## src/sv/stateful_flow_firewall_unit_defines.svh

```systemverilog
// Assertion helpers used by the firewall top module.
`ifndef STATEFUL_FLOW_FIREWALL_UNIT_DEFINES_SVH
`define STATEFUL_FLOW_FIREWALL_UNIT_DEFINES_SVH

// Same-cycle implication, disabled while reset is asserted.
`define SFFW_ASSERT_NOW(lbl, clk, rst_n, a, c, msg) \
    lbl: assert property (@(posedge clk) disable iff (!(rst_n)) (a) |-> (c)) \
        else $error(msg);

// Next-cycle implication, disabled while reset is asserted.
`define SFFW_ASSERT_NEXT(lbl, clk, rst_n, a, c, msg) \
    lbl: assert property (@(posedge clk) disable iff (!(rst_n)) (a) |=> (c)) \
        else $error(msg);

`endif

```

## src/sv/sffw_pkg.sv

```systemverilog
package sffw_pkg;

    localparam int SFFW_CAPACITY  = 64;
    localparam int SFFW_IDX_W     = 16;
    localparam int SFFW_KEY_W     = 96;
    localparam int SFFW_TIME_W    = 63;
    localparam int SFFW_TMO_W     = 40;
    localparam int SFFW_DEV_W     = 16;
    localparam int SFFW_CFG_IDX_W = 8;

    localparam logic [15:0] ETH_IPV4  = 16'h0800;
    localparam logic [7:0]  PROTO_TCP = 8'd6;
    localparam logic [7:0]  PROTO_UDP = 8'd17;

    localparam logic [1:0] V_DROP = 2'd0;
    localparam logic [1:0] V_WAN  = 2'd1;
    localparam logic [1:0] V_LAN  = 2'd2;

    localparam logic [SFFW_CFG_IDX_W-1:0] CFG_TIMEOUT = 8'd0;
    localparam logic [SFFW_CFG_IDX_W-1:0] CFG_LAN_DEV = 8'd1;

    // Lookup request walking down the cell row.
    typedef struct packed {
        logic                  active;
        logic                  found;
        logic [SFFW_IDX_W-1:0] found_idx;
        logic                  free;
        logic [SFFW_IDX_W-1:0] free_idx;
    } t_tok;

    // Table update broadcast to all cells after the walk.
    typedef struct packed {
        logic                  en;
        logic                  ins;
        logic [SFFW_IDX_W-1:0] idx;
    } t_wr;

endpackage

```

## src/sv/sffw_cell.sv

```systemverilog
module sffw_cell #(
    parameter int IDX = 0
) (
    input  logic                            i_clk,
    input  logic                            i_rst_n,
    input  sffw_pkg::t_tok                  i_tok,
    output sffw_pkg::t_tok                  o_tok,
    input  logic [sffw_pkg::SFFW_KEY_W-1:0] i_key,
    input  logic [sffw_pkg::SFFW_TIME_W-1:0] i_bound,
    input  logic [sffw_pkg::SFFW_TIME_W-1:0] i_now,
    input  sffw_pkg::t_wr                   i_wr
);
    import sffw_pkg::*;

    localparam logic [SFFW_IDX_W-1:0] MY_IDX = SFFW_IDX_W'(IDX);

    logic                   r_valid;
    logic [SFFW_KEY_W-1:0]  r_key;
    logic [SFFW_TIME_W-1:0] r_last;
    t_tok                   r_tok;
    t_tok                   n_tok;
    logic                   stale;
    logic                   live;
    logic                   hit;
    logic                   wr_me;

    assign stale = r_valid && (r_last < i_bound);
    assign live  = r_valid && !stale;
    assign hit   = live && (r_key == i_key);
    assign wr_me = i_wr.en && (i_wr.idx == MY_IDX);

    always_comb begin
        n_tok.active    = i_tok.active;
        n_tok.found     = i_tok.found | hit;
        n_tok.found_idx = i_tok.found ? i_tok.found_idx : MY_IDX;
        n_tok.free      = i_tok.free | !live;
        n_tok.free_idx  = i_tok.free ? i_tok.free_idx : MY_IDX;
    end

    always_ff @(posedge i_clk) begin
        if (!i_rst_n) begin
            r_valid      <= 1'b0;
            r_tok.active <= 1'b0;
        end else begin
            r_tok.active <= n_tok.active;
            if (i_tok.active && stale) begin
                r_valid <= 1'b0;
            end else if (wr_me && i_wr.ins) begin
                r_valid <= 1'b1;
            end
        end
        r_tok.found     <= n_tok.found;
        r_tok.found_idx <= n_tok.found_idx;
        r_tok.free      <= n_tok.free;
        r_tok.free_idx  <= n_tok.free_idx;
        if (wr_me) begin
            r_last <= i_now;
            if (i_wr.ins) begin
                r_key <= i_key;
            end
        end
    end

    assign o_tok = r_tok;

endmodule

```

## config.mk

```make
export PLATFORM = sky130hd
export DESIGN_NAME = sffw_cell
export DESIGN_NICKNAME = d
export VERILOG_FILES = /design/src/sv/stateful_flow_firewall_unit_defines.svh /design/src/sv/sffw_pkg.sv /design/src/sv/sffw_cell.sv
export SDC_FILE = /design/constraint.sdc
export NUM_CORES = 1
export LEC_CHECK = 0
export CORE_MARGIN = 2
export CORE_UTILIZATION = 40
export CTS_BUF_LIST = sky130_fd_sc_hd__clkbuf_8
export CTS_CLUSTER_DIAMETER = 80
export DETAILED_ROUTE_END_ITERATION = 6
export DONT_BUFFER_PORTS = 1
export PLACE_DENSITY = 0.51
export SYNTH_ARGS = -nofsm -noshare
export SYNTH_HDL_FRONTEND = slang
export SYNTH_SLANG_ARGS = --single-unit
```

## constraint.sdc

```tcl
create_clock -name i_clk -period 11.9 [get_ports i_clk]
set_clock_uncertainty 0.05 [all_clocks]
set_input_delay 0.595 -clock i_clk [delete_from_list [all_inputs] [get_ports i_clk]]
set_output_delay 0.595 -clock i_clk [all_outputs]
set_load 0.03 [all_outputs]
```

Yosys cells after proc, flatten, opt, wreduce, memory -nomap -nowiden:

Cells that the tools add are included.

* register bits after elaboration: 195
* input port bits: 277
* output and inout bits: 35
* word-level logic and storage cells: 24

* order comparisons: 1
* equality and inequality tests: 1
* bitwise operators: 3
* reductions and logical operators: 11

Operator list (number)
* $eq A96 B96 Y1: 1
* $lt A63 B63 Y1: 1
* $logic_not A16 Y1: 1
* $logic_and A1 B1 Y1: 6
* $logic_not A1 Y1: 2
* $or A1 B1 Y1: 2
* $reduce_and A2 Y1: 1
* $reduce_or A2 Y1: 1
* $not A1 Y1: 1

Logic depth before layout (Yosys ltp):

Gate-level depths: netlist (run 1).

* depth after elaboration: 6
* gate-level depth with buffers: 9

Worst setup path before layout (run 1):

No wires, ideal clock.

* kind: in2reg
* start: input port i_wr[4] (netlist bit)
* end: register r_valid
* library setup time: 0.070 ns
* arrival: 10.168 ns
* required time: 11.780 ns
* path slack: 1.611 ns
* cell stages on the path: 5
* buffers on the path: 0
* cells stage by stage: nor4b_1 -> nand4_1 -> nor4_1 -> and2_1 -> o221a_1

* word-level cells in the longest chain between the ends: 3

RTL lines
* start, declared: RTL line sffw_cell.sv:11 `input sffw_pkg::t_wr i_wr`
* $logic_not A16 Y1: RTL line sffw_cell.sv:30 `assign wr_me = i_wr.en && (i_wr.idx == MY_IDX);`
* $logic_and A1 B1 Y1: RTL line sffw_cell.sv:30
* via wr_me: RTL line sffw_cell.sv:25 `logic wr_me;`
* $logic_and A1 B1 Y1: RTL line sffw_cell.sv:48 `end else if (wr_me && i_wr.ins) begin`
* end signal, assigned: RTL line sffw_cell.sv:42 `r_valid <= 1'b0;`
* end signal, assigned: RTL line sffw_cell.sv:47 `r_valid <= 1'b0;`
* end signal, assigned: RTL line sffw_cell.sv:49 `r_valid <= 1'b1;`
* end, declared: RTL line sffw_cell.sv:17 `logic r_valid;`

The timed path passes the listed nets, and every way through them passes these cells.
A chain may end at the register's enable or synchronous reset.

Final worst setup path (run 1):

* start: input port i_wr[4] (netlist bit)
* end: register r_key[56], enable pin

* word-level cells in the longest chain between the ends: 3

RTL lines
* $logic_not A16 Y1: RTL line sffw_cell.sv:30
* $logic_and A1 B1 Y1: RTL line sffw_cell.sv:30
* via wr_me: RTL line sffw_cell.sv:25
* $reduce_and A2 Y1 (no line)
* end signal, assigned: RTL line sffw_cell.sv:59 `r_key <= i_key;`
* end, declared: RTL line sffw_cell.sv:18 `logic [SFFW_KEY_W-1:0] r_key;`

The timed path passes the listed nets, and every way through them passes these cells.

==> results of run 1 <==
[synthesized netlist by cell type]
master	number
a2111oi_0	2
a211oi_1	1
a21o_1	13
a21oi_1	20
a21oi_2	1
a221o_1	2
a221oi_1	1
a311oi_1	1
a31o_1	1
and2_1	34
clkbuf_1	2
dfxtp_1	36
edfxtp_1	159
ha_1	62
inv_1	62
nand2_1	7
nand2b_1	1
nand3_1	9
nand3b_1	1
nand4_1	35
nand4b_1	1
nor2_1	3
nor3_1	3
nor4_1	18
nor4b_1	1
o2111ai_1	1
o21ai_0	4
o21ai_1	1
o221a_1	1
o311ai_1	1
o31ai_1	1
xnor2_1	64
xor2_1	32
[registers in the layout, summed over array words and instances (netlist names)]
signal / flops
r_key: 96
r_last: 63
o_tok: 35
r_valid: 1
[layout by cell type, fill, tap and decap left out, types with 2 or more instances in the layout]
cell type and instances:
a2111oi_0 2, a21o_1 13, a21oi_1 20, a221o_1 2, and2_1 33, buf_4 2
bufinv_16 3, clkbuf_8 17, clkinv_1 2, dfxtp_1 36, edfxtp_1 159, ha_1 62
inv_1 65, inv_6 4, nand2_1 7, nand3_1 9, nand4_1 35, nor2_1 3
nor3_1 3, nor4_1 17, o21ai_0 4, xnor2_1 64, xor2_1 32
[power by group through the flow]
stage / registers (mW) / clock network [mW] / logic [mW]
after global placement: 0.773 / 0 / 0.0449
final: 0.757 / 0.442 / 0.0456
after global routing: 0.757 / 0.479 / 0.0530
after CTS: 0.757 / 0.458 / 0.0467
after floorplan: 0.771 / 0 / 0.0387
after detailed placement: 0.773 / 0 / 0.0464
[logic make-up after synthesis]
| kind of cell | Yosys count |
|---|---|
| adders and majority gates | 62 |
| xor gates and xnor gates | 96 |
| and+or+nand+nor | 113 |
| DFF | 195 |
| AOI/OAI and AO/OA | 51 |
| buffers and inverters | 64 |
[worst max-delay path, cell delays in order]
cell and delay (ns):
nor4b_1 0.31, nand4_1 0.16, nor4_2 0.15, buf_4 0.67, and2_4 0.53, buf_4 0.75
[final cells by class]
cell class                 instances  share of cell area, %
antenna                            1                 0.0274
clock buffer                      17                   2.57
clock inverter                    15                   1.81
inverter                          62                   2.55
multi-input combinational        322                   28.9
sequential                       195                   60.3
tap                              270                   3.70
timing repair buffer               2                  0.165
[worst max path at each step]
stage / from / endpoint / slack, ns / cells after the start
3_5_place_dp: i_wr[4] / r_key[41] / 8.16 / 6
4_1_cts: i_wr[4] / r_key[38] / 8.68 / 6
3_3_place_gp: i_wr[4] / r_key[42] / 8.27 / 6
5_1_grt: i_wr[4] / r_valid / 8.37 / 7
2_1_floorplan: i_wr[4] / r_valid / 1.61 / 5
6_report: i_wr[4] / r_key[56] / 8.70 / 6
[metrics by stage]
stage          std cells  utilization, %  setup WS, ns  total power, mW  instance area [µm²]
2_1_floorplan        581               -          1.61            0.810                 8360
5_1_grt              884            44.8          8.37             1.29                 9120
6_report             884            44.8          8.70             1.24                 9120
3_3_place_gp         851            42.8          8.27            0.818                 8720
3_5_place_dp         851            42.8          8.16            0.819                 8720
4_1_cts              883            44.8          8.68             1.26                 9120
[routing by layer]
metal / share of wire, % / up-vias / wire length, µm / GRT usage (%)
met5: 0 / - / 0 / 0
met4: 1.8 / 0 / 310 / 5.24
met3: 11 / 20 / 1970 / 7.52
met2: 48 / 179 / 8340 / 25.0
met1: 39 / 2112 / 6700 / 18.1
li1: - / 2153 / - / -
==> impl_results.md, run 1 <==
* Status: finished clean
* Area of the multi-input gates at 2640 µm²
* CP Capture Type: flop
* Kind of start point of the critical path: input pin
* Area delta synth->final at 9.04%
* CTS Buf Count at 17
* Router iterations before antenna repair at 4
* HP Class: in2reg
* Leakage at 3.34 nW
* Crit path time final at 3.20 ns
* Largest net degree at the start of global routing at 70
* Gate count of the mapped netlist at 581
* Initial antenna violation count at 1
* Worst r2r src: r_last[52]
* Slew margin rel. at 41.2%
* PwrDens at 136 nW/µm²
* Final worst-path cycle share at 26.9%
* Overall die width at 149 µm
* Worst skew pair latency at 0.46 ns
* CTS H-tree depth at 4
* Hold Path End: r_last[0]
* Crit path kind: in2reg
* Clk sinks at 195
* DP HPWL at 13.6 mm
* #FFs+latches synth at 195
* Peak VDD IR at 0.0690 mV
* Vias at 4464
* Post-synth top area share at 57.1%
* Clk pin slew, worst setup/hold paths at 0.10 ns
* Mux cell area share after synthesis at 0%
* Clock power frac at 35.5%
* Syn avg cell area at 14.4 µm²
* Reg2Reg Depth at 8
* R2R Setup Slk at 9.45 ns
* Crit Path Max Fanout at 69
* Post-route ant nets at 0
* Die Y at 149 µm
* Count of different cell masters after synthesis at 33
* IO Pins at 312
* Synth area leaders: edfxtp_1, ha_1, dfxtp_1, xnor2_1, xor2_1
* Sequential-to-total area share from yosys stat at 65.7%
* Routed len/inst at 19.6 µm
* Switching power at 0.271 mW
* Endpoints failing setup at 0
* Full die area at 22100 µm²
* First-pass GRT wire length at 25.6 mm
* Synth Cell Area at 8360 µm²
* Largest family of logic cells by synthesized area: XOR/XNOR gates
* Initial DRC Count at 192
* CTS Hold Bufs at 0
* Crit path required time at 11.94 ns
* FMAX at 313 MHz
* Cell row count at 52
* Largest area contributor in the netlist: edfxtp_1
* CTS tree: yes
* XOR/XNOR Fraction of Synth Area at 10.1%
* Tot GR Track Use at 15.5%
* Clock root buffer: clkbuf_8
* RePlAce Congestion at 0.790
* Final nets at 939
* Final hold violations at 0
* R2r endpoint: r_valid
* Resize count post-CTS at 0
* Worst hold margin at 0.170 ns
* Reg area at 5500 µm²
* Initial Util at 41.1%
* Bufs on Longest Clock Path at 2
* Synth Area in Adders at 9.27%
* Setup TNS at 0 ns
* DRC at 0
* Yosys synthesis warning count at 0
* Postcts setup bufs at 0
* Synth Area in Simple Gates at 8.05%
* RSZ-0062 raised after global routing: false
* Final Max Tran Viols at 0
* Complex-gate fraction of the synthesized area at 4.05%
* Worst slew pin tran at 0.883 ns
* Input/output buffers at 0
* Core area at 20400 µm²
* Fillcell total at 1841
* Hold Crit Depth at 0
* WP data arrival at 3.23 ns
* Vias in the first global route at 4556
* MaxCap Viol Count at 0
* Worst Hold Launch: i_now[0]
* Total gr overflow at 0
* Reg power frac at 60.8%
* Switch share at 21.8%
* Comb pwr share at 3.7%
* Total wire length at 17.3 mm
* Net Count, Synth at 920
* Via density at 5.05
* Internal power at 0.974 mW
* Layout cells sized above 1 at 5.22%
Power figures use the tool's default switching activity.
==> run 2, diff against run 1 <==
- ABC_AREA: not set -> 1
- clock period: 11.9 -> 3 ns (I/O delays scaled with it)
==> run 2 against run 1 <==
Register-to-register slack got worse by 8.2 ns. Combinational power increased to 9.5 times the previous value. Cell count is 67% higher. Utilization is 8.1 points higher. Via count increased by 47%. Largest power group unchanged.
==> impl_results.md, run 2 <==
* Status: finished clean (unchanged)
* CTS Buf Count at 17 (unchanged)
* Gate count of the mapped netlist at 963 (was 581)
* Router iterations before antenna repair at 4 (unchanged)
* Area delta synth->final at 29.9% (was 9.04%)
* Final worst-path cycle share at 58.9%
* DRC at 0 (unchanged)
* Crit path kind: reg2reg (was in2reg)
* Worst path max stage delay at 0.38 ns (was 0.75 ns)
* RSZ-0062 raised after global routing: false (unchanged)
* Vias in the first global route at 6620 (was 4556)
* PwrDens at 425 nW/µm² (was 136 nW/µm²)
* Syn avg cell area at 9.57 µm² (was 14.4 µm²)
* Worst path slowest cell: edfxtp_1 (was buf_4)
* FMAX at 566 MHz
* Biggest register: r_key (unchanged)
* FFs w/ async S/R, synth at 0% (unchanged)
* Commonest non-fill, non-tap cell in the layout: nand2_1 (was edfxtp_1)
* Synth area leaders: edfxtp_1, nand2_1, ha_1, inv_1, dfxtp_1 (was edfxtp_1, ha_1, dfxtp_1, xnor2_1, xor2_1)
* Crit Path Max Fanout at 2 (was 69)
* Post-synth top area share at 51.8% (was 57.1%)
* #FFs+latches synth at 195 (unchanged)
* Resize count post-CTS at 0 (unchanged)
* Final hold violations at 0 (unchanged)
* Kind of start point of the critical path: flop (was input pin)
* Worst Hold Launch: i_key[3] (was i_now[0])
* Post-route ant nets at 0 (unchanged)
* Worst skew pair latency at 0.47 ns (was 0.46 ns)
* Most frequent cell after synthesis: nand2_1 (was edfxtp_1)
* Net Count, Synth at 1302 (was 920)
* Clock root buffer: clkbuf_8 (unchanged)
* Initial DRC Count at 368 (was 192)
* First-pass GRT wire length at 32.3 mm (was 25.6 mm)
* Routed len/inst at 14.0 µm (was 19.6 µm)
* Leakage at 5.51 nW (was 3.34 nW)
* Setup TNS at 0 ns (unchanged)
* Max reg flops at 96 (unchanged)
* Tot GR Track Use at 17.3% (was 15.5%)
* Top_reg_cell synth: edfxtp_1 (unchanged)
* Synth Cell Area at 9220 µm² (was 8360 µm²)
* Input/output buffers at 0 (unchanged)
* Overall die width at 156 µm (was 149 µm)
* Final Max Tran Viols at 0 (unchanged)
* HP Class: in2reg (unchanged)
* Post-synth EDFFs at 159 (unchanged)
* Core area at 22600 µm² (was 20400 µm²)
* Count of different cell masters after synthesis at 23 (was 33)
* Slew margin rel. at 56.3% (was 41.2%)
* Initial antenna violation count at 3 (was 1)
* CTS H-tree depth at 4 (unchanged)
* Via density at 4.45 (was 5.05)
* Endpoints failing setup at 0 (unchanged)
* Largest area contributor in the netlist: edfxtp_1 (unchanged)
* CP Capture Type: flop (unchanged)
* Clk pin slew, worst setup/hold paths at 0.10 ns (about the same)
* Most frequent cells in the layout: nand2_1, inv_1, dlygate4sd3_1 (was edfxtp_1, inv_1, xnor2_1)
* Layout cells sized above 1 at 3.53% (was 5.22%)
* MaxCap Viol Count at 0 (unchanged)
* Sequential-to-total area share from yosys stat at 59.6% (was 65.7%)
* Fillcell total at 2046 (was 1841)
* WP buf/inv at 1 (was 2)
* Bufs on Longest Clock Path at 2 (unchanged)
* Cell row count at 55 (was 52)
* Full die area at 24300 µm² (was 22100 µm²)
* DP HPWL at 14.5 mm (was 13.6 mm)
* Clk sinks at 195 (unchanged)
* Synth cell count leaders: nand2_1, inv_1, edfxtp_1 (was edfxtp_1, xnor2_1, ha_1, inv_1, dfxtp_1)
* Crit path time final at 1.77 ns
* Total wire length at 20.7 mm (was 17.3 mm)
* Crit path required time at 3.30 ns (was 11.94 ns)
* Peak VDD IR at 0.213 mV (was 0.0690 mV)
* RePlAce Congestion at 0.745 (was 0.790)
* Crit-path cells: ha_1, nand2_1, inv_1, nand3_1, a21oi_1, nor2_1, nand2_1, nand2_1, nand2_1, nand2_1, nand2_1, nand3b_1 (was nor4b_1, nand4_1, nor4_2, buf_4, and2_4, buf_4)
* WP data arrival at 2.06 ns (was 3.23 ns)
* Crit path max-delay family: simple AND/OR/NAND/NOR gates (was buffers and inverters)
* Pre-CTS setup slack at 1.07 ns (was 8.16 ns)
* Total gr overflow at 0 (unchanged)
* Worst r2r src: r_last[14] (was r_last[52])
* Initial Util at 40.7% (was 41.1%)
* Total Power at 5.09 mW (was 1.24 mW)
* Worst slew pin tran at 0.653 ns (was 0.883 ns)
* Crit path from: r_last[14] (was i_wr[4])
* Critical path's most frequent cell: nand2_1 (was buf_4)
* CTS tree: yes (unchanged)
* Yosys synthesis warning count at 0 (unchanged)
* Vias at 6571 (was 4464)
* Final nets at 1517 (was 939)
* Final worst setup slack at 1.23 ns (was 8.70 ns)
* Largest net degree at the start of global routing at 63 (was 70)
* Die Y at 156 µm (was 149 µm)
* IO Pins at 312 (unchanged)
==> run 2: changes by cell type after synthesis, sizes merged, moves of 4 or more <==
cell and change:
xor2 -22, or2 +4, and2 -34, a21o -11, nor2 +132, inv +144, nor4 -17, nand2 +256
nand4 -29, xnor2 -38, a21oi +4
==> run 2: stage by stage <==
| stage | util, % | instances | area (µm²) | hold WS [ns] |
|---|---|---|---|---|
| after floorplan | - | 963 | 9220 | 0.193 |
| after global placement | 42.5 | 1248 | 9630 | 0.195 |
| after detailed placement | 42.5 | 1248 | 9630 | 0.199 |
| after CTS | 52.9 | 1476 | 12000 | 0.114 |
| after global routing | 52.9 | 1476 | 12000 | 0.159 |
| final | 52.9 | 1478 | 12000 | 0.157 |
==> run 2: power breakdown <==
| group | internal [mW] | switching, mW |
|---|---|---|
| Sequential | 2.94 | 0.0600 |
| Clock | 0.615 | 1.04 |
| Combinational | 0.268 | 0.167 |
| Total | 3.82 | 1.27 |
==> run 2: logic make-up after synthesis <==
| logic type | share of synthesized area [%] |
|---|---|
| buffers and inverters | 8.55 |
| adders and majority gates | 8.42 |
| and+or+nand+nor | 18.0 |
| DFF | 59.6 |
| AOI/OAI and AO/OA | 2.04 |
| xor gates and xnor gates | 3.42 |
==> run 2: repair_timing <==
action | in CTS | in global routing
buffers inserted | 0 | 0
hold buffers | 196 | 0
endpoints found under the hold margin | 195 | 0
==> run 2: path summary, 6_finish.rpt <==
check,slack (ns),cells after the start,to
worst max-delay path,1.23,12,o_tok[16]
worst min-delay path,0.16,9,o_tok[33]
worst max register to register,1.23,12,o_tok[16]
worst min register to register,0.43,1,o_tok[16]
==> run 2: cell type report <==
class                   count  area, µm²  share of cell area (%)
diodes                      2       5.00                  0.0418
clock inverters            15        145                    1.21
well taps                 285        357                    2.98
repair buffers            200       2030                    16.9
inverters                 206        777                    6.49
clock buffers              17        234                    1.95
flip-flops and latches    195       5500                    45.9
multi-input cells         558       2930                    24.5
==> run 2: worst reg2reg max path: stages (launching register included) <==
cell and delay (ns):
edfxtp_1 0.38, ha_1 0.30, nand2_1 0.07, inv_1 0.05, nand3_1 0.10, a21oi_1 0.17
nor2_1 0.06, nand2_1 0.09, nand2_1 0.05, nand2_1 0.09, nand2_1 0.08, nand2_1 0.08
nand3b_1 0.09
==> run 2: per-layer routing <==
metal  global-route usage, %  wire (µm)  vias to the layer above  share of wire (%)
li1                        -          -                     3424                  -
met1                    20.2       8650                     2896                 42
met2                    29.6      10000                      220                 48
met3                    6.08       1700                       29                8.2
met4                    5.81        369                        2                1.8
met5                       0         13                        -              0.063
